File: src/rtl/tt_pkg.sv
package tt_pkg;

  localparam int unsigned EntriesDefault = 16;
  localparam int unsigned NowW   = 63;
  localparam int unsigned IdW    = 16;
  localparam int unsigned DelayW = 48;
  localparam int unsigned PortW  = 32;
  localparam int unsigned DlW    = 64;
  localparam int unsigned AgeW   = 32;

  typedef enum logic [1:0] {
    ModeTick   = 2'd0,
    ModeSet    = 2'd1,
    ModeCancel = 2'd2,
    ModeRsvd   = 2'd3
  } mode_e;

  typedef enum logic [2:0] {
    StIdle,
    StScan,
    StEmit,
    StInsert,
    StStatScan,
    StStatus
  } state_e;

  // controller -> datapath
  typedef struct packed {
    logic load;       // capture input beat, clear scan state
    logic scan_clr;   // restart a scan pass
    logic scan_step;  // examine one entry
    logic expire;     // emit best and drop it
    logic insert;     // arm new entry if allowed
    logic status;     // emit closing status
  } cmd_t;

  // datapath -> controller
  typedef struct packed {
    logic scan_done;  // last entry examined this cycle
    logic found;      // a due entry was selected in the pass
    logic is_set;
    logic is_cancel;
  } stat_t;

endpackage

File: src/rtl/tt_ctrl.sv
module tt_ctrl (
  input  logic          clk_i,
  input  logic          rst_ni,
  input  logic          start_i,
  input  tt_pkg::stat_t stat_i,
  output tt_pkg::cmd_t  cmd_o,
  output logic          busy_o
);
  import tt_pkg::*;

  state_e state_q, state_d;

  always_ff @(posedge clk_i or negedge rst_ni) begin
    if (!rst_ni) begin
      state_q <= StIdle;
    end else begin
      state_q <= state_d;
    end
  end

  always_comb begin
    state_d = state_q;
    case (state_q)
      StIdle:     if (start_i) state_d = StScan;
      StScan: begin
        if (stat_i.scan_done) begin
          if (stat_i.is_cancel) state_d = StStatScan;
          else if (stat_i.found) state_d = StEmit;
          else if (stat_i.is_set) state_d = StInsert;
          else state_d = StStatScan;
        end
      end
      StEmit:     state_d = StScan;
      StInsert:   state_d = StStatScan;
      StStatScan: if (stat_i.scan_done) state_d = StStatus;
      StStatus:   state_d = StIdle;
      default:    state_d = StIdle;
    endcase
  end

  always_comb begin
    cmd_o  = '0;
    busy_o = 1'b1;
    case (state_q)
      StIdle: begin
        busy_o     = 1'b0;
        cmd_o.load = start_i;
      end
      StScan:     cmd_o.scan_step = 1'b1;
      StEmit: begin
        cmd_o.expire   = 1'b1;
        cmd_o.scan_clr = 1'b1;
      end
      StInsert: begin
        cmd_o.insert   = 1'b1;
        cmd_o.scan_clr = 1'b1;
      end
      StStatScan: cmd_o.scan_step = 1'b1;
      StStatus:   cmd_o.status    = 1'b1;
      default:    busy_o = 1'b1;
    endcase
  end

endmodule

File: src/rtl/tt_dp.sv
module tt_dp #(
  parameter int unsigned Entries = tt_pkg::EntriesDefault
) (
  input  logic                      clk_i,
  input  logic                      rst_ni,
  input  tt_pkg::cmd_t              cmd_i,
  output tt_pkg::stat_t             stat_o,
  input  logic [1:0]                mode_i,
  input  logic [tt_pkg::NowW-1:0]   now_i,
  input  logic [tt_pkg::IdW-1:0]    timer_id_i,
  input  logic [tt_pkg::DelayW-1:0] delay_i,
  input  logic [tt_pkg::PortW-1:0]  port_i,
  output logic                      strobe_o,
  output logic                      kind_o,
  output logic [tt_pkg::IdW-1:0]    expired_id_o,
  output logic [tt_pkg::PortW-1:0]  reply_port_o,
  output logic [tt_pkg::NowW-1:0]   lateness_o,
  output logic [tt_pkg::NowW-1:0]   next_wait_o,
  output logic                      idle_o,
  output logic                      dropped_o,
  output logic                      last_o,
  output logic [Entries-1:0]        valid_o
);
  import tt_pkg::*;

  localparam int unsigned IdxW = (Entries > 1) ? $clog2(Entries) : 1;

  logic [DlW-1:0]   dl_q   [Entries];
  logic [IdW-1:0]   id_q   [Entries];
  logic [PortW-1:0] port_q [Entries];
  logic [AgeW-1:0]  age_q  [Entries];
  logic [Entries-1:0] valid_q;
  logic [AgeW-1:0]  cnt_q;

  logic [1:0]        mode_q;
  logic [NowW-1:0]   now_q;
  logic [IdW-1:0]    tid_q;
  logic [DelayW-1:0] delay_q;
  logic [PortW-1:0]  port_in_q;

  // scan state
  logic [IdxW:0]    ptr_q;
  logic             best_v_q;
  logic [IdxW-1:0]  best_q;
  logic [DlW-1:0]   best_dl_q;
  logic [AgeW-1:0]  best_age_q;
  logic             hit_q;     // id already armed
  logic             free_v_q;
  logic [IdxW-1:0]  free_q;
  logic             drop_q;

  logic [IdxW-1:0]  idx;
  logic [DlW-1:0]   now64;
  logic             ev, due, better, sel;

  assign idx   = ptr_q[IdxW-1:0];
  assign now64 = {1'b0, now_q};
  assign ev    = valid_q[idx];
  assign due   = dl_q[idx] <= now64;
  assign better = !best_v_q || (dl_q[idx] < best_dl_q) ||
                  (dl_q[idx] == best_dl_q && age_q[idx] < best_age_q);

  // status pass picks earliest of all, expire pass earliest due with age tiebreak
  logic status_phase_q;
  assign sel = ev && better && (status_phase_q || (due && mode_q != ModeCancel));

  assign stat_o.scan_done = cmd_i.scan_step && (ptr_q == (IdxW+1)'(Entries - 1));
  assign stat_o.found     = best_v_q || sel;
  assign stat_o.is_set    = mode_q == ModeSet;
  assign stat_o.is_cancel = mode_q == ModeCancel;
  assign valid_o = valid_q;

  logic [DlW-1:0] new_dl;
  assign new_dl = now64 + {{(DlW-DelayW){1'b0}}, delay_q};

  logic [DlW-1:0] wait_full;
  assign wait_full = best_dl_q - now64;

  always_ff @(posedge clk_i) begin
    if (cmd_i.load) begin
      mode_q <= mode_i; now_q <= now_i; tid_q <= timer_id_i;
      delay_q <= delay_i; port_in_q <= port_i;
    end
    if (cmd_i.scan_step) begin
      if (sel) begin
        best_q <= idx; best_dl_q <= dl_q[idx]; best_age_q <= age_q[idx];
      end
      if (!ev && !free_v_q) free_q <= idx;
    end
    if (cmd_i.insert && mode_q == ModeSet && !hit_q && free_v_q) begin
      dl_q[free_q] <= new_dl; id_q[free_q] <= tid_q;
      port_q[free_q] <= port_in_q; age_q[free_q] <= cnt_q;
    end
    if (cmd_i.expire) begin
      expired_id_o <= id_q[best_q];
      reply_port_o <= port_q[best_q];
      lateness_o   <= now_q - best_dl_q[NowW-1:0];
    end else begin
      expired_id_o <= '0; reply_port_o <= '0; lateness_o <= '0;
    end
    if (cmd_i.status) begin
      next_wait_o <= (best_v_q && best_dl_q > now64)
                     ? (wait_full[DlW-1] ? {NowW{1'b1}} : wait_full[NowW-1:0]) : '0;
      idle_o      <= ~best_v_q;
      dropped_o   <= drop_q;
    end else begin
      next_wait_o <= '0; idle_o <= 1'b0; dropped_o <= 1'b0;
    end
  end

  always_ff @(posedge clk_i or negedge rst_ni) begin
    if (!rst_ni) begin
      valid_q <= '0; cnt_q <= '0; ptr_q <= '0; best_v_q <= 1'b0;
      hit_q <= 1'b0; free_v_q <= 1'b0; drop_q <= 1'b0; status_phase_q <= 1'b0;
      strobe_o <= 1'b0; kind_o <= 1'b0; last_o <= 1'b0;
    end else begin
      strobe_o <= cmd_i.expire || cmd_i.status;
      kind_o   <= cmd_i.status;
      last_o   <= cmd_i.status;
      if (cmd_i.load) begin
        ptr_q <= '0; best_v_q <= 1'b0; hit_q <= 1'b0; free_v_q <= 1'b0;
        drop_q <= 1'b0; status_phase_q <= 1'b0;
      end
      if (cmd_i.scan_step) begin
        ptr_q <= stat_o.scan_done ? '0 : ptr_q + 1'b1;
        if (sel) best_v_q <= 1'b1;
        if (ev && id_q[idx] == tid_q) hit_q <= 1'b1;
        if (!ev) free_v_q <= 1'b1;
        // cancel drops the matching entry during its pass
        if (!status_phase_q && mode_q == ModeCancel && ev && id_q[idx] == tid_q)
          valid_q[idx] <= 1'b0;
      end
      if (cmd_i.scan_clr) begin
        ptr_q <= '0; best_v_q <= 1'b0; hit_q <= 1'b0; free_v_q <= 1'b0;
      end
      if (cmd_i.expire) valid_q[best_q] <= 1'b0;
      if (cmd_i.insert) begin
        status_phase_q <= 1'b1;
        if (mode_q == ModeSet && !hit_q) begin
          if (free_v_q) begin
            valid_q[free_q] <= 1'b1;
            cnt_q <= cnt_q + 1'b1;
          end else begin
            drop_q <= 1'b1;
          end
        end
      end
      // tick or reserved mode with nothing due, and cancel, go straight to the status pass
      if (cmd_i.scan_step && stat_o.scan_done && !status_phase_q &&
          (mode_q == ModeCancel || (!stat_o.found && mode_q != ModeSet))) begin
        status_phase_q <= 1'b1;
        best_v_q <= 1'b0;
      end
    end
  end

endmodule

File: src/rtl/timeout_table.sv
// channel   | signals                                      | beat taken when
// ----------+----------------------------------------------+------------------
// command   | start_i, mode/now/timer_id/delay/port_i      | start_i && !busy_o
// result    | result_valid_o, kind..last_o                 | result_valid_o
//
// Tick/set emit an expiry beat per due entry, rescanning after each; a set then tries to
// insert. A final pass finds the next deadline for the status beat; each pass examines
// one entry a cycle. Expiry passes pick the earliest due entry, the status pass the
// earliest armed one. Reset clears valid bits, counter, FSM, scan state and result flags.
// Results cannot be stalled; busy_o drops in the cycle the status beat is out.
module timeout_table #(
  parameter int unsigned ENTRIES = tt_pkg::EntriesDefault
) (
  input  logic                      clk_i,
  input  logic                      rst_ni,
  input  logic                      start_i,
  output logic                      busy_o,
  input  logic [1:0]                mode_i,
  input  logic [tt_pkg::NowW-1:0]   now_i,
  input  logic [tt_pkg::IdW-1:0]    timer_id_i,
  input  logic [tt_pkg::DelayW-1:0] delay_i,
  input  logic [tt_pkg::PortW-1:0]  port_i,
  output logic                      result_valid_o,
  output logic                      kind_o,
  output logic [tt_pkg::IdW-1:0]    expired_id_o,
  output logic [tt_pkg::PortW-1:0]  reply_port_o,
  output logic [tt_pkg::NowW-1:0]   lateness_o,
  output logic [tt_pkg::NowW-1:0]   next_wait_o,
  output logic                      idle_o,
  output logic                      dropped_o,
  output logic                      last_o
);
  import tt_pkg::*;

  cmd_t  cmd;
  stat_t stat;
  logic [ENTRIES-1:0] valid;

  tt_ctrl u_ctrl (
    .clk_i, .rst_ni, .start_i, .stat_i(stat), .cmd_o(cmd), .busy_o
  );

  tt_dp #(.Entries(ENTRIES)) u_dp (
    .clk_i, .rst_ni, .cmd_i(cmd), .stat_o(stat),
    .mode_i, .now_i, .timer_id_i, .delay_i, .port_i,
    .strobe_o(result_valid_o), .kind_o, .expired_id_o, .reply_port_o,
    .lateness_o, .next_wait_o, .idle_o, .dropped_o, .last_o,
    .valid_o(valid)
  );

  a_last_is_status: assert property (@(posedge clk_i) disable iff (!rst_ni)
    result_valid_o |-> (last_o == kind_o)) else $error("last without status");
  a_status_frees: assert property (@(posedge clk_i) disable iff (!rst_ni)
    (result_valid_o && last_o) |-> !busy_o) else $error("busy after status");
  a_idle_empty: assert property (@(posedge clk_i) disable iff (!rst_ni)
    (result_valid_o && idle_o) |-> valid == '0) else $error("idle with armed entry");
  a_expire_drops: assert property (@(posedge clk_i) disable iff (!rst_ni)
    cmd.expire |=> $countones(valid) == $countones($past(valid)) - 1)
    else $error("expiry kept entry");

endmodule
File: config.mk
export PLATFORM = sky130hd
export DESIGN_NAME = timeout_table
export DESIGN_NICKNAME = d
export VERILOG_FILES = /design/src/rtl/tt_pkg.sv /design/src/rtl/tt_ctrl.sv /design/src/rtl/tt_dp.sv /design/src/rtl/timeout_table.sv
export SDC_FILE = /design/constraint.sdc
export NUM_CORES = 2
export LEC_CHECK = 0
export CAP_MARGIN = 20
export CORE_MARGIN = 8
export CORE_UTILIZATION = 55
export DETAILED_ROUTE_END_ITERATION = 6
export DONT_BUFFER_PORTS = 1
export MAX_ROUTING_LAYER = met4
export PLACE_DENSITY_LB_ADDON = 0.08
export SLEW_MARGIN = 0
export SYNTH_ARGS = -nofsm -noshare
export SYNTH_HDL_FRONTEND = slang
export SYNTH_SLANG_ARGS = --single-unit
File: constraint.sdc
create_clock -name clk_i -period 33.2 [get_ports clk_i]
set_clock_uncertainty 0.2 [all_clocks]
set_input_delay 4.98 -clock clk_i [delete_from_list [all_inputs] [get_ports clk_i]]
set_output_delay 4.98 -clock clk_i [all_outputs]
set_load 0.1 [all_outputs]
==> impl_metrics.ini <==
[job]
cap_violations = 0

[timing]
hold_violations = 0
fin_tns_setup_ns = 0
fin_crit_sh_pct = 27.3
slew_headroom_pct = 24.1
tightestPinTransition_ns = 1.14
setup_viol_count_final = 0
max_freq_ghz = 0.110
maxSlewViolCount = 0
holdWs_ns = 0.292
rsz0062_at_grt = false
period_minus_slack_ns = 9.07

[synth]
yosysWarnings = 0
yosys.area.top_type_share_pct = 65.5
synth_area_leader_cell = edfxtp_1
postSynthNetCount = 6832
syn-cell-area_sq_um = 118000
syn_inst = 6329
ys_types = 72
synth.avg_cell_area_sq_um = 18.6
synth_area_leaders = edfxtp_1 (66%), mux4_2 (15%), ha_1 (3.6%), dfxtp_1 (3.0%), a21oi_1 (1.5%)
synthArstFlopShare_pct = 2.24
ys.flop_type = edfxtp_1
ys_seq_area_share_pct = 69.9
synth_edf_count = 2569
synth-seq-cells = 2808

[drt]
ant_nets = 0
firstDrtPassIters = 6
first_iter_violations = 6832
wl_per_cell_microns = 32.6
via_per_inst = 6.47
drc = 0
wl_microns = 313000
via_count = 62093

[critical_path]
worstPathRequired_ns = 33.49
cp_max_fo = 65
arrival_ns = 9.36
cp-end-kind = flop
crit_type = flop to flop
start_kind = flop

[clocking]
ctsResizeCount = 0
clkSinkCount = 2808
cts.path.max_buffers = 4
clk_pin_slew_ns = 0.06
cts_tree = built
post_cts_buffers = 0
cts_max_level = 5
numCtsBuffers = 304
worstSkewPairLatency_ns = 0.92
holdBufCountCts = 0
cts-root-buf = clkbuf_16

[finish]
syn_to_final_growth_pct = 11.5
multi_input_area_sq_um = 33700
regArea_sq_um = 82300
fill_cells = 15137
final_cells = 9596
fin_nets = 7010
final_layout_size_suffix_gt1_share_pct = 21.5

[global_routing]
grt_pass1_wl_microns = 449000
antenna_found_initial = 37
gr-usage-met2_pct = 43.6
busiest_layer = met2
met1_usage_pct = 38.4
met3_usage_pct = 4.03
grt.overflow.total = 0
grt_max_degree = 116
grt_use_total_pct = 27.6
grt_pass1_vias = 62825

[die]
num_rows = 170
fp.coreArea_sq_um = 214000
die_x_microns = 479
start_util_pct = 55.1
die_h_microns = 479
die_area_sq_um = 229000
io_pins = 344

[placed_design]
io_buffer_count = 0
dp_hpwl_microns = 186000
gp_congestion = 1.01
numPlacedInstances = 9019

[power_and_ir_drop]
total_power_mw = 9.30
p_per_area_nw_per_um2 = 70.9
leakagePower_nw = 44.7
ir_drop_mv = 0.0676

[run_status]
run_status = finished, final reports clean

[min_path]
hold_class = flop to flop
placed cells by master (no fill, tap or decap), drive strengths merged, types with 11 or more instances in the layout:
master	count
edfxtp	2569
mux4	805
clkbuf	410
a21oi	342
ha	336
inv	230
nor2	219
nand2	180
dfxtp	176
o21ai	164
buf	159
xnor2	158
a21o	107
clkinv	87
nand4	79
and2	66
dfrtp	63
o21bai	57
xor2	56
nand3	52
nor3	47
nor2b	29
diode	28
and3	27
nand2b	24
a31oi	24
o221ai	23
o21a	21
o211ai	21
a211oi	18
bufinv	17
or3	14
o31ai	11
a21boi	11
or2	11
kinds of logic (layout without fill, tap and decap cells):
family	count (synthesis)	in the layout	synth area share (%)
DFF	2808	2808	69.9
AOI/OAI and AO/OA	869	869	4.55
muxes	808	808	15.4
and+or+nand+nor	784	784	3.28
buffers and inverters	507	908	1.67
adders and majority gates	339	339	3.62
xor gates and xnor gates	214	214	1.59
other	0	28	0
cell usage after synthesis, types with 57 or more instances:
cell and instances:
ha_1 336, a21o_1 107, xnor2_1 158, clkbuf_1 212, a21oi_1 342, edfxtp_1 2569, dfxtp_1 176, inv_1 220
and2_1 66, o21bai_1 57, dfrtp_1 63, nor2_1 219, nand4_1 79, nand2_1 176, o21ai_0 159, mux4_2 805
worst max-delay path, stage by stage (launching register included):
cell and delay [ns]:
dfrtp_4 0.88, buf_4 0.61, buf_4 0.86, mux4_2 0.60, mux4_2 0.57, ha_1 0.33, nand4_1 0.18, nor3_1 0.71
nand3_1 0.20, or3_1 0.54, or4_1 0.60, a2111oi_1 0.61, o311a_4 0.66, buf_4 0.90
state kept, by name, summed over array words and instances, names as in the netlist, 48 cells and up:
name	flops
u_dp.lateness_o	63
u_dp.delay_q	48
u_dp.next_wait_o	63
u_dp.port_q	512
u_dp.best_dl_q	64
u_dp.dl_q	1024
u_dp.now_q	63
u_dp.age_q	512
u_dp.id_q	256
routing by layer:
| layer | up-vias | routed length [microns] |
|---|---|---|
| li1 | 26038 | - |
| met1 | 32909 | 130000 |
| met2 | 2626 | 151000 |
| met3 | 520 | 22000 |
| met4 | 0 | 9460 |
| met5 | - | 0 |
power breakdown:
group / switching (mW) / total (mW) / internal (mW)
Clock: 1.33 / 3.24 / 1.91
Combinational: 1.07 / 1.94 / 0.863
Sequential: 0.106 / 4.13 / 4.02
Total: 2.51 / 9.30 / 6.79
path summary, 6_finish.rpt:
| path | from | to | slack [ns] | depth (start not counted) |
|---|---|---|---|---|
| max in group asynchronous | rst_ni | u_dp.ptr_q[1] | 28.97 | 0 |
| worst max-delay path | u_dp.ptr_q[0] | u_dp.best_dl_q[30] | 24.13 | 13 |
| worst min register to register | u_dp.ptr_q[4] | u_dp.ptr_q[4] | 0.29 | 1 |
| worst min-delay path | u_dp.ptr_q[4] | u_dp.ptr_q[4] | 0.29 | 1 |
| worst max register to register | u_dp.ptr_q[0] | u_dp.best_dl_q[30] | 24.13 | 13 |
| min in group asynchronous | rst_ni | u_dp.cnt_q[18] | 3.57 | 0 |
stage by stage:
| step | instance area [sq um] | util [%] | setup WS [ns] |
|---|---|---|---|
| 2_1_floorplan | 118000 | - | 20.66 |
| 3_3_place_gp | 121000 | 56.8 | 24.12 |
| 3_5_place_dp | 122000 | 56.8 | 24.01 |
| 4_1_cts | 131000 | 61.3 | 23.99 |
| 5_1_grt | 131000 | 61.4 | 23.64 |
| 6_report | 131000 | 61.4 | 24.13 |
area by class of cell:
| cell class | count | area share [%] |
|---|---|---|
| Inverter | 220 | 0.635 |
| Tap cell | 2838 | 2.71 |
| Clock inverter | 119 | 0.804 |
| Sequential cell | 2808 | 62.7 |
| Multi-Input combinational cell | 3014 | 25.7 |
| Clock buffer | 410 | 6.42 |
| Timing Repair Buffer | 159 | 1.01 |
| Antenna cell | 28 | 0.0534 |
(Power assumes the default switching activity.)
